--- config.mk ---
export PLATFORM = sky130hd
export DESIGN_NAME = bwf_div
export DESIGN_NICKNAME = d
export VERILOG_FILES = /design/src/bwf_pkg.sv /design/src/bwf_div.sv
export SDC_FILE = /design/constraint.sdc
export NUM_CORES = 1
export LEC_CHECK = 0
export ABC_AREA = 1
export CORE_MARGIN = 2
export CORE_UTILIZATION = 55
export CTS_BUF_LIST = sky130_fd_sc_hd__clkbuf_4
export CTS_CLUSTER_DIAMETER = 200
export CTS_CLUSTER_SIZE = 8
export DETAILED_ROUTE_END_ITERATION = 8
export DONT_BUFFER_PORTS = 1
export GPL_ROUTABILITY_DRIVEN = 0
export GPL_TIMING_DRIVEN = 0
export PLACE_DENSITY_LB_ADDON = 0.15
export SLEW_MARGIN = 10
export SYNTH_ARGS = -nofsm -noshare
export SYNTH_HDL_FRONTEND = slang
export SYNTH_SLANG_ARGS = --single-unit
--- constraint.sdc ---
create_clock -name clk -period 4.03 [get_ports clk]
set_input_delay 0.403 -clock clk [delete_from_list [all_inputs] [get_ports clk]]
set_output_delay 0.403 -clock clk [all_outputs]
set_load 0.005 [all_outputs]
--- src/bwf_pkg.sv ---
// types and fixed constants of the bilateral window filter
package bwf_pkg;

  localparam int ROW_W = 12;
  localparam int HGT_W = 13;
  localparam int CFG_WIDTH_W = 12;
  localparam int CNT_W = 23;
  localparam int PADDR_W = 3;

  localparam logic [CFG_WIDTH_W-1:0] RST_IMAGE_WIDTH = 12'd640;
  localparam logic [HGT_W-1:0] RST_IMAGE_HEIGHT = 13'd480;
  localparam logic [HGT_W-1:0] MAX_HEIGHT = 13'd4096;

  typedef enum logic [1:0] {
    REQ_PIXEL = 2'd0,
    REQ_FLUSH = 2'd1,
    REQ_RANGE = 2'd2,
    REQ_SPACE = 2'd3
  } req_code_t;

  typedef enum logic [0:0] {
    REG_IMAGE_WIDTH  = 1'b0,
    REG_IMAGE_HEIGHT = 1'b1
  } reg_idx_t;

  typedef enum logic [2:0] {
    ST_IDLE,
    ST_CENTRE,
    ST_TAPS,
    ST_DRAIN,
    ST_DIV,
    ST_OUT
  } state_t;

endpackage

--- src/bwf_div.sv ---
// restoring divider: rounded weighted mean of one channel, 8 quotient bits
module bwf_div import bwf_pkg::*; #(
  parameter int DEN_W = 37
) (
  input  logic               clk,
  input  logic               rst,
  input  logic               start,
  input  logic [DEN_W+7:0]   num,
  input  logic [DEN_W-1:0]   den,
  input  logic [7:0]         centre,
  output logic               done,
  output logic [7:0]         q
);

  localparam int N_W = DEN_W + 9;
  localparam int DS_W = DEN_W + 8;

  logic [N_W-1:0]  rem;
  logic [DS_W-1:0] dsh;
  logic [2:0]      cnt;
  logic            busy;
  logic            fits;
  logic            zden;

  assign fits = rem >= N_W'(dsh);

  // control: always a full 8-step run so every channel finishes together
  always_ff @(posedge clk) begin
    if (rst) begin
      busy <= 1'b0;
      done <= 1'b0;
    end else begin
      done <= 1'b0;
      if (start) begin
        busy <= 1'b1;
      end else if (busy && cnt == 3'd0) begin
        busy <= 1'b0;
        done <= 1'b1;
      end
    end
  end

  // datapath: (2*num + den) / (2*den), quotient known to fit 8 bits
  // a zero weight sum keeps the centre value
  always_ff @(posedge clk) begin
    if (start) begin
      rem  <= N_W'({num, 1'b0}) + N_W'(den);
      dsh  <= DS_W'(den) << 8;
      cnt  <= 3'd7;
      zden <= (den == '0);
      q    <= (den == '0) ? centre : 8'd0;
    end else if (busy) begin
      if (fits) begin
        rem <= rem - N_W'(dsh);
      end
      if (!zden) begin
        q <= {q[6:0], fits};
      end
      dsh <= dsh >> 1;
      cnt <= cnt - 3'd1;
    end
  end

endmodule

==> results.py <==
metrics = {
    "run_status": {
        "outcome": "finished, final reports clean",
    },
    "grt": {
        "grt_max_degree": 45,
        "gr-usage-met3_pct": 4.18,
        "grt_pass1_wl_um": 57500,
        "antenna_found_initial": 1,
        "grt_pass1_vias": 11300,
        "grt_util_all_layers_pct": 33.5,
        "met1_usage_pct": 45.7,
        "grt-ovfl-total": 0,
        "use_met2_pct": 54.6,
        "busiest_layer": "met2",
    },
    "power_and_ir_drop": {
        "power.leakage_nw": 6.60,
        "irDropWorstVdd_v": 0.000173,
        "power.density_nw_per_um2": 418,
    },
    "logic_synthesis": {
        "syn_area_um2": 11700,
        "synth_cell_type_count": 41,
        "yosys_warnings": 0,
        "syn_area_per_cell_um2": 6.06,
        "seq_area_frac_synth_pct": 25.9,
        "ys_seq_elements": 105,
        "syn_nets": 2104,
        "post_synth_main_area_contributors": "edfxtp_1 (24%), nand2_1 (23%), inv_1 (13%)",
        "synthCells": 1926,
        "yosys.area.top_type": "edfxtp_1",
        "synth_top_area_share_pct": 23.7,
    },
    "sta": {
        "hold_viol": 0,
        "tightest_slew_ps": 1040,
        "min_period_over_period_pct": 78.4,
        "finClkSkew_ps": 28.6,
        "slew_headroom_pct": 30.1,
        "rsz0062_at_grt": "false",
        "layout_min_cycle_time_ps": 3160,
        "timing.final.max_slew_violations": 0,
        "setup_viol": 0,
        "fmax_mhz": 316,
        "setup_tns_ps": 0,
        "worst_slack_ps": 870,
    },
    "layout": {
        "nets": 2119,
        "syn_to_final_growth_pct": 5.11,
        "drive_above_1_share_pct": 6.32,
    },
    "clocking": {
        "insertion_delay_ps": 510,
        "cts.sinks": 105,
        "clock_tree.buffer_depth": 2,
        "cts_root_buffer": "clkbuf_4",
        "cts_tree": "yes",
        "clkTransAtPathRegs_ps": 180,
        "ctsHoldBuffers": 2,
        "cts_resized": 0,
        "postCtsSetupRepairBufs": 0,
        "numCtsBuffers": 9,
        "h-tree-depth": 3,
    },
    "routing": {
        "drt_wl_total_um": 37200,
        "vias": 12300,
        "drcViolationCount": 0,
        "drt_iter0_markers": 1289,
        "wl_per_cell_um": 16.8,
        "dr.pass1.iters": 8,
        "vias_per_cell": 5.54,
        "ant_nets": 0,
    },
    "floorplan": {
        "die-area_um2": 22400,
        "rows": 53,
        "ioPinCount": 102,
        "core-area_um2": 21000,
        "die_h_um": 150,
        "initial_core_util_pct": 55.7,
        "die_x_um": 150,
    },
    "run": {
        "drv_cap": 0,
    },
    "place": {
        "dp_hpwl_um": 31200,
        "detailedPlace.worstSlack_ps": 894,
        "port_buffers": 0,
    },
    "hold_path": {
        "hold_depth": 2,
        "hold_class": "in2reg",
        "whs_endpoint": "dsh[44]$_DFFE_PP_",
        "hold_start": "den[36]",
    },
    "setup_path": {
        "critPathKind": "reg2reg",
        "critPathLaunch": "rem[0]$_DFFE_PP_",
        "reg2reg_depth": 16,
        "critPathRequiredTime_ps": 4270,
        "reg2reg_to": "rem[30]$_DFFE_PP_",
        "reg2reg_slack_ps": 870,
        "start_kind": "flip-flop",
        "worstPathArrival_ps": 3400,
        "path_max_fanout": 19,
        "rr_startpoint": "rem[0]$_DFFE_PP_",
        "endpoint_kind": "flip-flop",
    },
}
==> cell usage after synthesis (all sizes together) <==
cell type,instances
clkinv,2
nand4,20
nor2,164
a22oi,1
o21ai,83
xor2,6
nor3,10
xnor2,1
nand3,133
a21oi,82
fa,2
nand2,730
o22ai,30
nand2b,1
o2bb2ai,2
clkbuf,13
edfxtp,92
buf,8
or2,2
a21boi,2
nor4,9
dfxtp,13
and2,12
nand3b,13
ha,83
inv,400
o21bai,10
a21o,2
==> cell usage in the layout (no fill, tap or decap), types with 9 or more instances in the layout <==
master    instances
edfxtp_1         92
ha_1             83
nor2_1          128
a21oi_1          80
clkbuf_4          9
nand3b_1         12
nand3_1         118
nand2_1         705
nor2_2           26
nand2_2          25
nor4_1            9
clkbuf_1         13
o21ai_0          82
nor2_4           10
inv_1           392
o22ai_1          30
o21bai_1         10
nand3_2          15
dfxtp_1          13
nand4_1          19
==> per-stage QoR <==
step           utilization, %  area [um2]  total power [mW]  hold WS, ps  std cells
3_5_place_dp             57.7       12100              4.43          461       2203
3_3_place_gp             57.4       12000              4.35          450       2201
4_1_cts                  58.5       12300              5.05         42.7       2221
6_report                 58.5       12300              5.13         60.1       2222
5_1_grt                  58.5       12300              5.53         67.3       2222
2_1_floorplan               -       11700              3.67          432       1926
==> where the power goes <==
group          internal, mW  switching (mW)  total (mW)
sequential             1.43          0.0667        1.50
clock                 0.207           0.415       0.623
combinational         0.953            2.05        3.00
==> final cells by class <==
type / instances / area, um2
timing repair buffer: 4 / 75.1
sequential: 105 / 3020
antenna: 1 / 2.50
fill: 2158 / 8690
tap: 275 / 344
inverter: 402 / 1510
clock buffer: 9 / 67.6
clock inverter: 7 / 95.1
buffer: 21 / 93.8
multi-input combinational: 1398 / 7060
==> sequential cells by signal, indices dropped and copies added, names as in the netlist <==
register and cells:
dsh 45, zden 1, q 8, cnt 3, busy 1, done 1, rem 46
==> routing by layer <==
metal	up-vias	wire, um
met4	0	1400
li1	6076	-
met1	5540	15700
met5	-	0
met2	584	16500
met3	102	3550
==> cell families after synthesis <==
logic type	after synthesis	share of synthesized area, %
simple gates	1094	40.8
buf+inv	423	13.7
compound gates	212	9.83
flops	105	25.9
fa+ha+maj	85	9.24
xor+xnor	7	0.525
==> critical path, cell delays in order, from the launching register on <==
cell and delay, ps:
edfxtp_1 360, inv_1 40, ha_1 180, inv_1 140, fa_1 280, nand3_1 110
nand3_2 130, nand2_1 80, nand2_2 110, nand3_1 100, nand2_2 140, nand2_1 100
nand2_1 100, nand2_1 110, a21oi_4 510, buf_16 230, buf_16 180
==> worst max-delay path by stage <==
| stage | depth (start not counted) | end | slack, ps |
|---|---|---|---|
| global route | 16 | rem[24]$_DFFE_PP_ | 600 |
| finish | 16 | rem[30]$_DFFE_PP_ | 870 |
| global placement | 9 | rem[24]$_DFFE_PP_ | -230 |
| detailed placement | 16 | rem[14]$_DFFE_PP_ | 890 |
| floorplan | 14 | rem[0]$_DFFE_PP_ | 800 |
| CTS | 16 | rem[24]$_DFFE_PP_ | 860 |
No activity file was read; power rests on OpenSTA's default activity.
